### src/hdl/s2rgb_pkg.sv
// Shared types, constants and helper functions of the scalar to RGB colormap unit.
package s2rgb_pkg;

  // Level format and derived datapath widths.
  localparam int FRAC_BITS  = 16;
  localparam int LEVEL_W    = 18;
  localparam int COLOR_W    = 8;
  localparam int XW         = FRAC_BITS + 1;   // clamped level, holds 1.0
  localparam int UW         = FRAC_BITS + 5;   // twenty times the level
  localparam int SEG_W      = 5;               // breakpoint multiple of 0.05
  localparam int K_W        = 18;              // slope constant 25599 * mul
  localparam int PW         = K_W + UW;        // slope product
  localparam int Q_W        = 20;              // product scaled down by 1.0
  localparam int Q_DROP     = 5;               // divide by 4000 = by 32, then by 125
  localparam int V_W        = Q_W - Q_DROP;
  localparam int RECIP_W    = 18;
  localparam int RECIP_SH   = 24;
  localparam int T_W        = V_W + RECIP_W;

  // ceil(2^24 / 125); exact floor division for every value below 2^15.
  localparam logic [RECIP_W-1:0] RECIP_125 = 18'd134218;

  // Full scale breakpoint: twenty steps of 0.05.
  localparam logic [SEG_W-1:0] SEG_FULL = 5'd20;

  // Configuration port.
  localparam int CFG_IDX_W  = 1;
  localparam int CFG_DATA_W = 3;
  localparam int PAL_W      = 3;
  localparam logic [CFG_IDX_W-1:0] REG_PALETTE = 1'b0;
  localparam logic [CFG_IDX_W-1:0] REG_MARKER  = 1'b1;

  typedef enum logic [PAL_W-1:0] {
    PAL_GRAY     = 3'd0,
    PAL_INV_GRAY = 3'd1,
    PAL_WARM     = 3'd2,
    PAL_PHASE    = 3'd3,
    PAL_ABC      = 3'd4,
    PAL_RGB      = 3'd5
  } pal_t;

  typedef enum logic [1:0] {MUL2, MUL5, MUL8, MUL10} mul_t;

  typedef enum logic [1:0] {OP_CONST, OP_ADD, OP_SUB} op_t;

  // How one color channel is formed from the ramp of the current segment.
  typedef struct packed {
    mul_t                 mul;
    op_t                  op;
    logic [COLOR_W-1:0]   base;
  } chan_t;

  function automatic logic [K_W-1:0] ramp_k(input mul_t m);
    logic [K_W-1:0] k;
    unique case (m)
      MUL2:    k = 18'd51198;
      MUL5:    k = 18'd127995;
      MUL8:    k = 18'd204792;
      MUL10:   k = 18'd255990;
      default: k = 18'd51198;
    endcase
    return k;
  endfunction

  function automatic logic [UW-1:0] seg_base(input logic [SEG_W-1:0] m);
    return {m, {FRAC_BITS{1'b0}}};
  endfunction

  function automatic chan_t ramp_ch(input mul_t m, input op_t o,
                                    input logic [COLOR_W-1:0] b);
    chan_t c;
    c.mul  = m;
    c.op   = o;
    c.base = b;
    return c;
  endfunction

  function automatic chan_t const_ch(input logic [COLOR_W-1:0] b);
    chan_t c;
    c.mul  = MUL2;
    c.op   = OP_CONST;
    c.base = b;
    return c;
  endfunction

endpackage

### src/hdl/s2rgb_if.sv
// Valid/ready channel interfaces for levels in and colors out.
interface s2rgb_level_if;
  import s2rgb_pkg::*;

  logic                       valid;
  logic                       ready;
  logic signed [LEVEL_W-1:0]  level;

  modport source (output valid, level, input ready);
  modport sink   (input valid, level, output ready);
  modport mon    (input valid, ready, level);
endinterface

interface s2rgb_color_if;
  import s2rgb_pkg::*;

  logic                valid;
  logic                ready;
  logic [COLOR_W-1:0]  red;
  logic [COLOR_W-1:0]  green;
  logic [COLOR_W-1:0]  blue;

  modport source (output valid, red, green, blue, input ready);
  modport sink   (input valid, red, green, blue, output ready);
  modport mon    (input valid, ready, red, green, blue);
endinterface

### src/hdl/scalar_to_rgb_colormap_unit.sv
// Top level of the scalar to RGB colormap unit: a five stage pipelined false color map.
//
// A signed Q2.16 level word enters on in_if and a red/green/blue word leaves on
// out_if; both are valid/ready channels and a word moves when valid and ready
// are high at a rising edge. Palette and out-of-range behavior come from two registers
// the user must write via cfg_we/cfg_index/cfg_data only while idle; not enforced.
//
// One word is taken every cycle unless a stalled out_if backs the pipe up.
// The pipeline stages are clamp and scale, segment decode, slope multiply,
// reciprocal multiply for the divide by 4000, and the final add or subtract
// into the output register. Each stage holds at most one multiplier per color
// channel.
//
// Every stage carries its own valid bit and loads whenever it is empty or the
// stage after it moves, so bubbles close up and a stalled receiver backs the
// pipe up one stage at a time. Nothing is dropped or repeated; in_if.ready
// falls only when all five stages hold words and out_if is stalled.
//
// Synchronous reset clears the valid bits and the configuration registers
// (gray palette, clamping); in_if.ready is held low while reset is asserted.
module scalar_to_rgb_colormap_unit (
  input  logic                              clk,
  input  logic                              rst_n,
  s2rgb_level_if.sink                       in_if,
  s2rgb_color_if.source                     out_if,
  input  logic                              cfg_we,
  input  logic [s2rgb_pkg::CFG_IDX_W-1:0]   cfg_index,
  input  logic [s2rgb_pkg::CFG_DATA_W-1:0]  cfg_data
);
  import s2rgb_pkg::*;

  localparam logic signed [39:0] ONE_EXT = 40'sh1 << FRAC_BITS;

  // Configuration registers.
  logic [PAL_W-1:0] palette_r;
  logic             marker_r;

  always_ff @(posedge clk) begin
    if (!rst_n) begin
      palette_r <= '0;
      marker_r  <= 1'b0;
    end else if (cfg_we) begin
      unique case (cfg_index)
        REG_PALETTE: palette_r <= cfg_data[PAL_W-1:0];
        REG_MARKER:  marker_r  <= cfg_data[0];
        default: ;
      endcase
    end
  end

  // Pipeline valid bits and the backward ready chain.
  logic a_v_r, b_v_r, c_v_r, d_v_r, e_v_r;
  logic rdy_a, rdy_b, rdy_c, rdy_d, rdy_e;

  assign rdy_e = !e_v_r || out_if.ready;
  assign rdy_d = !d_v_r || rdy_e;
  assign rdy_c = !c_v_r || rdy_d;
  assign rdy_b = !b_v_r || rdy_c;
  assign rdy_a = !a_v_r || rdy_b;

  assign in_if.ready = rst_n && rdy_a;

  always_ff @(posedge clk) begin
    if (!rst_n) begin
      a_v_r <= 1'b0;
      b_v_r <= 1'b0;
      c_v_r <= 1'b0;
      d_v_r <= 1'b0;
      e_v_r <= 1'b0;
    end else begin
      if (rdy_a) a_v_r <= in_if.valid;
      if (rdy_b) b_v_r <= a_v_r;
      if (rdy_c) c_v_r <= b_v_r;
      if (rdy_d) d_v_r <= c_v_r;
      if (rdy_e) e_v_r <= d_v_r;
    end
  end

  // Stage A: range check, clamp into [0, 1.0] and scale by twenty, so that
  // the breakpoints at multiples of 0.05 become multiples of 1.0.
  logic signed [39:0] lv_ext;
  logic               below, above;
  logic [XW-1:0]      x_nxt;
  logic [UW-1:0]      a_u_nxt;
  pal_t               a_sel_nxt;
  logic               a_mark_nxt;

  logic [UW-1:0]      a_u_r;
  pal_t               a_sel_r;
  logic               a_mark_r;

  always_comb begin
    lv_ext = 40'(in_if.level);
    below  = in_if.level[LEVEL_W-1];
    above  = lv_ext > ONE_EXT;
    if (below) begin
      x_nxt = '0;
    end else if (above) begin
      x_nxt = ONE_EXT[XW-1:0];
    end else begin
      x_nxt = lv_ext[XW-1:0];
    end
    a_u_nxt    = (UW'(x_nxt) << 4) + (UW'(x_nxt) << 2);
    a_mark_nxt = (below || above) && marker_r;
    // Codes past the last palette fall back to gray.
    if (palette_r > PAL_RGB) begin
      a_sel_nxt = PAL_GRAY;
    end else begin
      a_sel_nxt = pal_t'(palette_r);
    end
  end

  always_ff @(posedge clk) begin
    if (rdy_a) begin
      a_u_r    <= a_u_nxt;
      a_sel_r  <= a_sel_nxt;
      a_mark_r <= a_mark_nxt;
    end
  end

  // Stage B: pick the segment, the offset into it and the recipe of each
  // channel (constant, or base plus or minus the segment's ramp).
  logic [SEG_W-1:0] seg_m;
  logic             inv;
  chan_t [2:0]      b_ch_nxt;
  logic [UW-1:0]    b_d_nxt;

  chan_t [2:0]      b_ch_r;
  logic [UW-1:0]    b_d_r;

  always_comb begin
    seg_m    = '0;
    inv      = 1'b0;
    b_ch_nxt = {3{ramp_ch(MUL2, OP_ADD, 8'd0)}};
    unique case (a_sel_r)
      PAL_INV_GRAY: begin
        inv = 1'b1;
      end
      PAL_WARM: begin
        if (a_u_r < seg_base(5'd4)) begin
          b_ch_nxt = {ramp_ch(MUL10, OP_ADD, 8'd0), const_ch(8'd0), const_ch(8'd0)};
        end else if (a_u_r < seg_base(5'd8)) begin
          seg_m    = 5'd4;
          b_ch_nxt = {const_ch(8'd255), const_ch(8'd0), ramp_ch(MUL10, OP_ADD, 8'd0)};
        end else if (a_u_r < seg_base(5'd12)) begin
          seg_m    = 5'd8;
          b_ch_nxt = {ramp_ch(MUL10, OP_SUB, 8'd255), const_ch(8'd0), const_ch(8'd255)};
        end else if (a_u_r < seg_base(5'd16)) begin
          seg_m    = 5'd12;
          b_ch_nxt = {const_ch(8'd0), ramp_ch(MUL10, OP_ADD, 8'd0), const_ch(8'd255)};
        end else begin
          seg_m    = 5'd16;
          b_ch_nxt = {ramp_ch(MUL10, OP_ADD, 8'd0), const_ch(8'd255), const_ch(8'd255)};
        end
      end
      PAL_PHASE: begin
        if (a_u_r < seg_base(5'd5)) begin
          b_ch_nxt = {const_ch(8'd0), const_ch(8'd0), ramp_ch(MUL8, OP_ADD, 8'd0)};
        end else if (a_u_r < seg_base(5'd10)) begin
          seg_m    = 5'd5;
          b_ch_nxt = {ramp_ch(MUL8, OP_ADD, 8'd0), ramp_ch(MUL8, OP_ADD, 8'd0),
                      const_ch(8'd255)};
        end else if (a_u_r < seg_base(5'd15)) begin
          seg_m    = 5'd10;
          b_ch_nxt = {const_ch(8'd255), ramp_ch(MUL8, OP_SUB, 8'd255),
                      ramp_ch(MUL8, OP_SUB, 8'd255)};
        end else begin
          seg_m    = 5'd15;
          b_ch_nxt = {ramp_ch(MUL8, OP_SUB, 8'd255), const_ch(8'd0), const_ch(8'd0)};
        end
      end
      PAL_ABC: begin
        if (a_u_r < seg_base(5'd4)) begin
          b_ch_nxt = {ramp_ch(MUL5, OP_SUB, 8'd255), const_ch(8'd255),
                      ramp_ch(MUL5, OP_SUB, 8'd255)};
        end else if (a_u_r < seg_base(5'd8)) begin
          seg_m    = 5'd4;
          b_ch_nxt = {const_ch(8'd128), const_ch(8'd255), ramp_ch(MUL5, OP_ADD, 8'd128)};
        end else if (a_u_r < seg_base(5'd12)) begin
          seg_m    = 5'd8;
          b_ch_nxt = {ramp_ch(MUL5, OP_SUB, 8'd128), ramp_ch(MUL5, OP_SUB, 8'd255),
                      const_ch(8'd255)};
        end else if (a_u_r < seg_base(5'd14)) begin
          seg_m    = 5'd12;
          b_ch_nxt = {const_ch(8'd0), ramp_ch(MUL10, OP_SUB, 8'd128), const_ch(8'd255)};
        end else if (a_u_r < seg_base(5'd16)) begin
          seg_m    = 5'd14;
          b_ch_nxt = {ramp_ch(MUL5, OP_ADD, 8'd0), const_ch(8'd0),
                      ramp_ch(MUL10, OP_SUB, 8'd255)};
        end else if (a_u_r < seg_base(5'd18)) begin
          seg_m    = 5'd16;
          b_ch_nxt = {ramp_ch(MUL5, OP_ADD, 8'd64), const_ch(8'd0),
                      ramp_ch(MUL10, OP_SUB, 8'd128)};
        end else begin
          seg_m    = 5'd18;
          b_ch_nxt = {ramp_ch(MUL10, OP_SUB, 8'd128), const_ch(8'd0), const_ch(8'd0)};
        end
      end
      PAL_RGB: begin
        if (a_u_r < seg_base(5'd5)) begin
          b_ch_nxt = {ramp_ch(MUL8, OP_ADD, 8'd0), const_ch(8'd0), const_ch(8'd0)};
        end else if (a_u_r < seg_base(5'd10)) begin
          seg_m    = 5'd5;
          b_ch_nxt = {ramp_ch(MUL8, OP_SUB, 8'd255), ramp_ch(MUL8, OP_ADD, 8'd0),
                      const_ch(8'd0)};
        end else if (a_u_r < seg_base(5'd15)) begin
          seg_m    = 5'd10;
          b_ch_nxt = {const_ch(8'd0), ramp_ch(MUL8, OP_SUB, 8'd255),
                      ramp_ch(MUL8, OP_ADD, 8'd0)};
        end else begin
          seg_m    = 5'd15;
          b_ch_nxt = {ramp_ch(MUL8, OP_ADD, 8'd0), ramp_ch(MUL8, OP_ADD, 8'd0),
                      const_ch(8'd255)};
        end
      end
      default: ;
    endcase

    // Marker colors replace the whole recipe for an out-of-range level.
    if (a_mark_r) begin
      if (a_sel_r == PAL_ABC) begin
        b_ch_nxt = {const_ch(8'd128), const_ch(8'd128), const_ch(8'd128)};
      end else if (a_sel_r == PAL_RGB) begin
        b_ch_nxt = {const_ch(8'd128), const_ch(8'd255), const_ch(8'd255)};
      end else begin
        b_ch_nxt = {const_ch(8'd0), const_ch(8'd255), const_ch(8'd0)};
      end
    end

    // Inverted gray runs its ramp down from full scale.
    if (inv) begin
      b_d_nxt = seg_base(SEG_FULL) - a_u_r;
    end else begin
      b_d_nxt = a_u_r - seg_base(seg_m);
    end
  end

  always_ff @(posedge clk) begin
    if (rdy_b) begin
      b_ch_r <= b_ch_nxt;
      b_d_r  <= b_d_nxt;
    end
  end

  // Stage C: slope multiply and divide by 1.0 (a shift). The segment limits
  // keep the scaled product below 4000 * 256, so it fits in Q_W bits.
  logic [PW-1:0]     prod [3];
  logic [Q_W-1:0]    c_q_nxt [3];
  logic [Q_W-1:0]    c_q_r [3];
  chan_t [2:0]       c_ch_r;

  always_comb begin
    for (int i = 0; i < 3; i++) begin
      prod[i]    = PW'(ramp_k(b_ch_r[i].mul)) * PW'(b_d_r);
      c_q_nxt[i] = prod[i][FRAC_BITS+Q_W-1:FRAC_BITS];
    end
  end

  always_ff @(posedge clk) begin
    if (rdy_c) begin
      c_q_r  <= c_q_nxt;
      c_ch_r <= b_ch_r;
    end
  end

  // Stage D: the remaining divide by 4000, done as a shift by 5 and a
  // multiply by the reciprocal of 125.
  logic [T_W-1:0]     quot [3];
  logic [COLOR_W-1:0] d_ramp_nxt [3];
  logic [COLOR_W-1:0] d_ramp_r [3];
  chan_t [2:0]        d_ch_r;

  always_comb begin
    for (int i = 0; i < 3; i++) begin
      quot[i]       = T_W'(c_q_r[i][Q_W-1:Q_DROP]) * T_W'(RECIP_125);
      d_ramp_nxt[i] = quot[i][RECIP_SH+COLOR_W-1:RECIP_SH];
    end
  end

  always_ff @(posedge clk) begin
    if (rdy_d) begin
      d_ramp_r <= d_ramp_nxt;
      d_ch_r   <= c_ch_r;
    end
  end

  // Stage E: apply the recipe into the output register. The segment decode
  // lists blue first in each concatenation, so index 0 is red, 1 green and
  // 2 blue.
  logic [COLOR_W-1:0] e_col_nxt [3];
  logic [COLOR_W-1:0] e_col_r [3];

  always_comb begin
    for (int i = 0; i < 3; i++) begin
      case (d_ch_r[i].op)
        OP_ADD:  e_col_nxt[i] = d_ch_r[i].base + d_ramp_r[i];
        OP_SUB:  e_col_nxt[i] = d_ch_r[i].base - d_ramp_r[i];
        default: e_col_nxt[i] = d_ch_r[i].base;
      endcase
    end
  end

  always_ff @(posedge clk) begin
    if (rdy_e) begin
      e_col_r <= e_col_nxt;
    end
  end

  assign out_if.valid = e_v_r;
  assign out_if.red   = e_col_r[0];
  assign out_if.green = e_col_r[1];
  assign out_if.blue  = e_col_r[2];

endmodule

### src/flat_wrapper.sv
// flat-port wrapper written by rule: the top's interface ports become plain ports
module scalar_to_rgb_colormap_unit_flat import s2rgb_pkg::*;
  (clk, rst_n, cfg_we, cfg_index, cfg_data, in_if_valid, in_if_level, in_if_ready, out_if_valid, out_if_red, out_if_green, out_if_blue, out_if_ready);
  s2rgb_level_if in_if_i ();
  s2rgb_color_if out_if_i ();
  input  logic clk;
  input  logic rst_n;
  input  logic cfg_we;
  input  logic [s2rgb_pkg::CFG_IDX_W-1:0] cfg_index;
  input  logic [s2rgb_pkg::CFG_DATA_W-1:0] cfg_data;
  input wire logic [$bits(in_if_i.valid)-1:0] in_if_valid;
  input wire logic [$bits(in_if_i.level)-1:0] in_if_level;
  output wire logic [$bits(in_if_i.ready)-1:0] in_if_ready;
  output wire logic [$bits(out_if_i.valid)-1:0] out_if_valid;
  output wire logic [$bits(out_if_i.red)-1:0] out_if_red;
  output wire logic [$bits(out_if_i.green)-1:0] out_if_green;
  output wire logic [$bits(out_if_i.blue)-1:0] out_if_blue;
  input wire logic [$bits(out_if_i.ready)-1:0] out_if_ready;
  assign in_if_i.valid = in_if_valid;
  assign in_if_i.level = in_if_level;
  assign in_if_ready = in_if_i.ready;
  assign out_if_valid = out_if_i.valid;
  assign out_if_red = out_if_i.red;
  assign out_if_green = out_if_i.green;
  assign out_if_blue = out_if_i.blue;
  assign out_if_i.ready = out_if_ready;
  scalar_to_rgb_colormap_unit u_core (.clk(clk), .rst_n(rst_n), .in_if(in_if_i), .out_if(out_if_i), .cfg_we(cfg_we), .cfg_index(cfg_index), .cfg_data(cfg_data));
endmodule
### config.mk
export PLATFORM = sky130hd
export DESIGN_NAME = scalar_to_rgb_colormap_unit_flat
export DESIGN_NICKNAME = d
export VERILOG_FILES = /design/src/hdl/s2rgb_pkg.sv /design/src/hdl/s2rgb_if.sv /design/src/hdl/scalar_to_rgb_colormap_unit.sv /design/src/flat_wrapper.sv
export SDC_FILE = /design/constraint.sdc
export NUM_CORES = 2
export LEC_CHECK = 0
export ABC_AREA = 0
export BUFFER_PORTS_ARGS = -buffer_cell sky130_fd_sc_hd__buf_2
export CORE_MARGIN = 2
export CORE_UTILIZATION = 29
export DETAILED_ROUTE_END_ITERATION = 12
export RECOVER_POWER = 50
export SYNTH_ARGS = -nofsm -noshare
export SYNTH_HDL_FRONTEND = slang
export SYNTH_SLANG_ARGS = --single-unit
### constraint.sdc
create_clock -name clk -period 7 [get_ports clk]
set_input_delay 0.35 -clock clk [delete_from_list [all_inputs] [get_ports clk]]
set_output_delay 0.35 -clock clk [all_outputs]
set_load 0.02 [all_outputs]
==> metrics.md <==
| Metric | Value |
|---|---|
| CTS buffer count | 17 |
| Period Utilization, post-route | 0.972 |
| Die footprint | 161000 sq um |
| R2r setup slk | 0.20 ns |
| Clk_lat worst skew | 0.55 ns |
| Run status | finished, violations left |
| Met2 routed WL | 59.4 mm |
| Gate Count Post-Synth | 4660 |
| First-pass GRT wire length | 195 mm |
| Share of cells above drive strength 1 | 0.0522 |
| Initial antenna violation count | 0 |
| Ys Warns | 0 |
| Final Max Tran Viols | 97 |
| Max-slew headroom | -1.61 |
| PortBufs | 52 |
| Syn_area_per_cell | 9.81 sq um |
| Worst Path Buf+Inv | 3 |
| Via Count | 31500 |
| M1 WL | 51.9 mm |
| Final setup violation count | 0 |
| Transition time of the tightest slew-check pin | 3.91 ns |
| CP Max Fanout | 11 |
| Register area | 5590 sq um |
| CTS clk-pin slew, worst paths | 0.10 ns |
| Top Ports | 53 |
| Post-Syn Nets | 6258 |
| Crit-path slowest cell | fa_1 |
| Worst R2R Start | u_core.b_ch_r[10] |
| Vias in the first global route | 34000 |
| Startpoint types | register |
| Endpoint, Worst Hold | u_core.a_v_r |
| #FFs+latches synth | 189 |
| Num rows | 145 |
| Top layer reached by signal wires | met4 |
| CP top delay family | adder cells |
| Clock sinks | 189 |
| Core box area | 156000 sq um |
| Drt pass-1 iters | 5 |
| Final worst slack | 0.198 ns |
| Pin count of the biggest net entering global routing | 59 |
| Critical path, cell by cell | buf_4, ha_1, or2_2, and2_1, fa_1, fa_1, fa_1, fa_1, fa_1, inv_1, fa_1, inv_1, ha_1, nand2_1, a2111oi_0, a311o_1, a31oi_4, o31a_4, o21ai_2, and3_1, and3b_1 |
| Crit Path Class | reg -> reg |
| Drt drc | 0 |
| Max cap viols | 2 |
| Failing checks | max-capacitance violations, max-slew violations |
| Worst hold stages | 3 |
| Metal3 WL | 7.19 mm |
| Syn-to-layout area delta | 9.67% |
| Vias/cell | 4.61 |
| Data required time of the worst path | 7.29 ns |
| Top_reg_cell synth | edfxtp_1 |
| Placed Area | 49400 sq um |
| Total Nets Final | 6370 |
| Chip width | 401 microns |
| Total Routing Usage GR | 0.158 |
| Setup TNS | 0 ns |
| DP Worst Slack | 0.140 ns |
| # H-tree levels | 4 |
| Worst reg2reg endpoint | u_core.c_q_r[58] |
| Crit-path max cell delay | 0.53 ns |
| Post-DP HPWL | 104 mm |
| Final wirelength | 123 mm |
| Ys async rst share | 0 |
| RePlAce Congestion | 0.967 |
| Iteration-0 DRC Markers | 1879 |
| Worst setup EP type | register |
| Post-synthesis sequential area ratio | 0.122 |
| Finished Cell Area | 50100 sq um |
| Path depth of the worst reg2reg path | 21 |
| Min-Delay Startpoint | in_if_valid |
| Final hold vios | 0 |
| Max Freq | 147 MHz |
| Worst min path class | in -> reg |
| Arrival time of the worst setup path | 7.09 ns |
| Post-Syn Area | 45700 sq um |
| Clk root buf | clkbuf_16 |
| Clock period minus final worst setup slack | 6.80 ns |
| CTS tree | yes |
| Antenna viol nets, final | 0 |
| Cell variety after synth | 66 |
| Unrepaired setup endpoints after global routing | false |
| GR Overflow Total | 0 |
| Fill count | 16100 |
| EDFF count, synth | 180 |
| Multi-input gate area | 35000 sq um |
| Starting Density | 0.292 |
| Routed length per instance | 18.0 microns |
| Die Ht | 401 microns |
| Crit path top cell by count | fa_1 |
| Clock Skew | 0.0297 ns |
| Clock Path Buffers | 2 |
## synthesized netlist by cell type (all sizes together), types with 3 or more instances
library cell,n,area [sq um]
nand4,18,113
nand2,250,938
dfxtp,9,180
o22ai,7,43.8
and2,76,475
nor3b,4,30.0
inv,1262,4740
a311o,3,30.0
a2111oi,5,50.0
nand2b,193,1210
a22oi,3,22.5
o21bai,12,90.1
a21boi,7,52.6
a211o,5,43.8
and3b,3,26.3
a211oi,17,128
fa,877,17600
nand3,27,135
o31ai,8,60.1
clkinv,3,11.3
nor2,226,848
and3,18,113
o21a,15,113
and4,6,52.6
a31oi,22,138
a221oi,7,67.6
edfxtp,180,5410
xor2,41,359
buf,9,33.8
ha,694,8680
a21oi,148,741
clkbuf,111,417
xnor2,111,972
o21ai,97,489
nor4,8,50.1
or2,9,56.3
o211ai,9,67.6
o221ai,8,76.3
a21o,47,353
mux2i,6,60.1
o31a,3,27.5
nor3,22,110
nor2b,50,313
o2111ai,4,35.0
## through the flow
| stage | util | instances | hold slack [ns] |
|---|---|---|---|
| after floorplan | - | 4660 | 0.400 |
| after global placement | 0.316 | 6810 | 0.403 |
| after detailed placement | 0.316 | 6810 | 0.405 |
| after CTS | 0.320 | 6842 | 0.0111 |
| after global routing | 0.320 | 6843 | 0.0397 |
| final | 0.320 | 6844 | 0.0606 |
## repair_timing
| item | in CTS | in global routing |
|---|---|---|
| resized for setup | 0 | 16 |
| endpoints found under the hold margin | 0 | 0 |
| setup endpoints to repair | 0 | 12 |
| buffers inserted | 0 | 1 |
| hold buffers | 0 | 0 |
## registers in the layout (all words and copies together) (netlist names), 13 cells and up
signal / flops
u_core.b_d_r: 19
u_core.c_q_r: 45
u_core.d_ch_r: 13
u_core.b_ch_r: 19
u_core.a_u_r: 19
u_core.d_ramp_r: 24
u_core.c_ch_r: 13
## layout make-up
cell class                 count  area share
antenna                        1   0.0000499
clock buffer                  17     0.00849
clock inverter                15     0.00452
inverter                    1265      0.0948
multi-input combinational   3086       0.698
sequential                   189       0.111
tap                         2058      0.0514
timing repair buffer         213      0.0312
## tightest hold or removal path, cell delays in order
cell	delay [ns]
buf_2	0.10
inv_1	0.04
a21boi_0	0.06
## per-layer routing
layer / vias up / GRT usage
li1: 14500 / -
met1: 16000 / 0.202
met2: 856 / 0.267
met3: 155 / 0.0256
met4: 0 / 0.0585
met5: - / 0
## cell usage in the layout, fill, tap and decap left out, types with 6 or more instances in the layout
cell type / n
o21bai_1: 12
buf_2: 25
a21boi_0: 7
or2_2: 9
nand2_1: 248
nand4_1: 18
edfxtp_1: 180
o31ai_1: 8
buf_4: 147
o211ai_1: 9
a21o_1: 47
a31oi_1: 20
fa_1: 877
xor2_1: 41
xnor2_1: 111
a221oi_1: 6
nor4_1: 8
dfxtp_1: 9
and4_1: 6
a21oi_1: 148
nand3_1: 27
o221ai_1: 6
a211oi_1: 16
nor2b_1: 50
clkbuf_16: 17
and2_1: 74
o21ai_0: 94
nor2_1: 226
ha_1: 686
clkbuf_1: 30
o21a_1: 15
mux2i_1: 6
buf_12: 11
o22ai_1: 7
nor3_1: 22
ha_2: 7
nand2b_1: 193
inv_1: 1257
and3_1: 18
## kinds of logic (layout without fill, tap and decap cells)
group,count (synthesis),count (layout),synth area share
AO/OA/AOI/OAI,441,441,0.0605
AND/OR/NAND/NOR,915,915,0.0986
adder cells (fa/ha/maj),1572,1572,0.574
buffers and inverters,1385,1510,0.114
flip-flops,189,189,0.122
multiplexers,6,6,0.00131
XOR/XNOR,152,152,0.0291
other,0,1,0
## worst max path at each step
| stage | start | endpoint | cells after the start |
|---|---|---|---|
| floorplan | u_core.b_ch_r[10] | u_core.c_q_r[58] | 26 |
| global placement | u_core.b_ch_r[10] | u_core.c_q_r[58] | 20 |
| detailed placement | u_core.b_ch_r[22] | u_core.c_q_r[36] | 22 |
| CTS | u_core.b_ch_r[34] | u_core.c_q_r[10] | 23 |
| global route | u_core.b_ch_r[11] | u_core.c_q_r[58] | 22 |
| finish | u_core.b_ch_r[10] | u_core.c_q_r[58] | 21 |
Power is not shown: default switching activity piles up to over one toggle a cycle in this logic, so the estimate is an artifact.
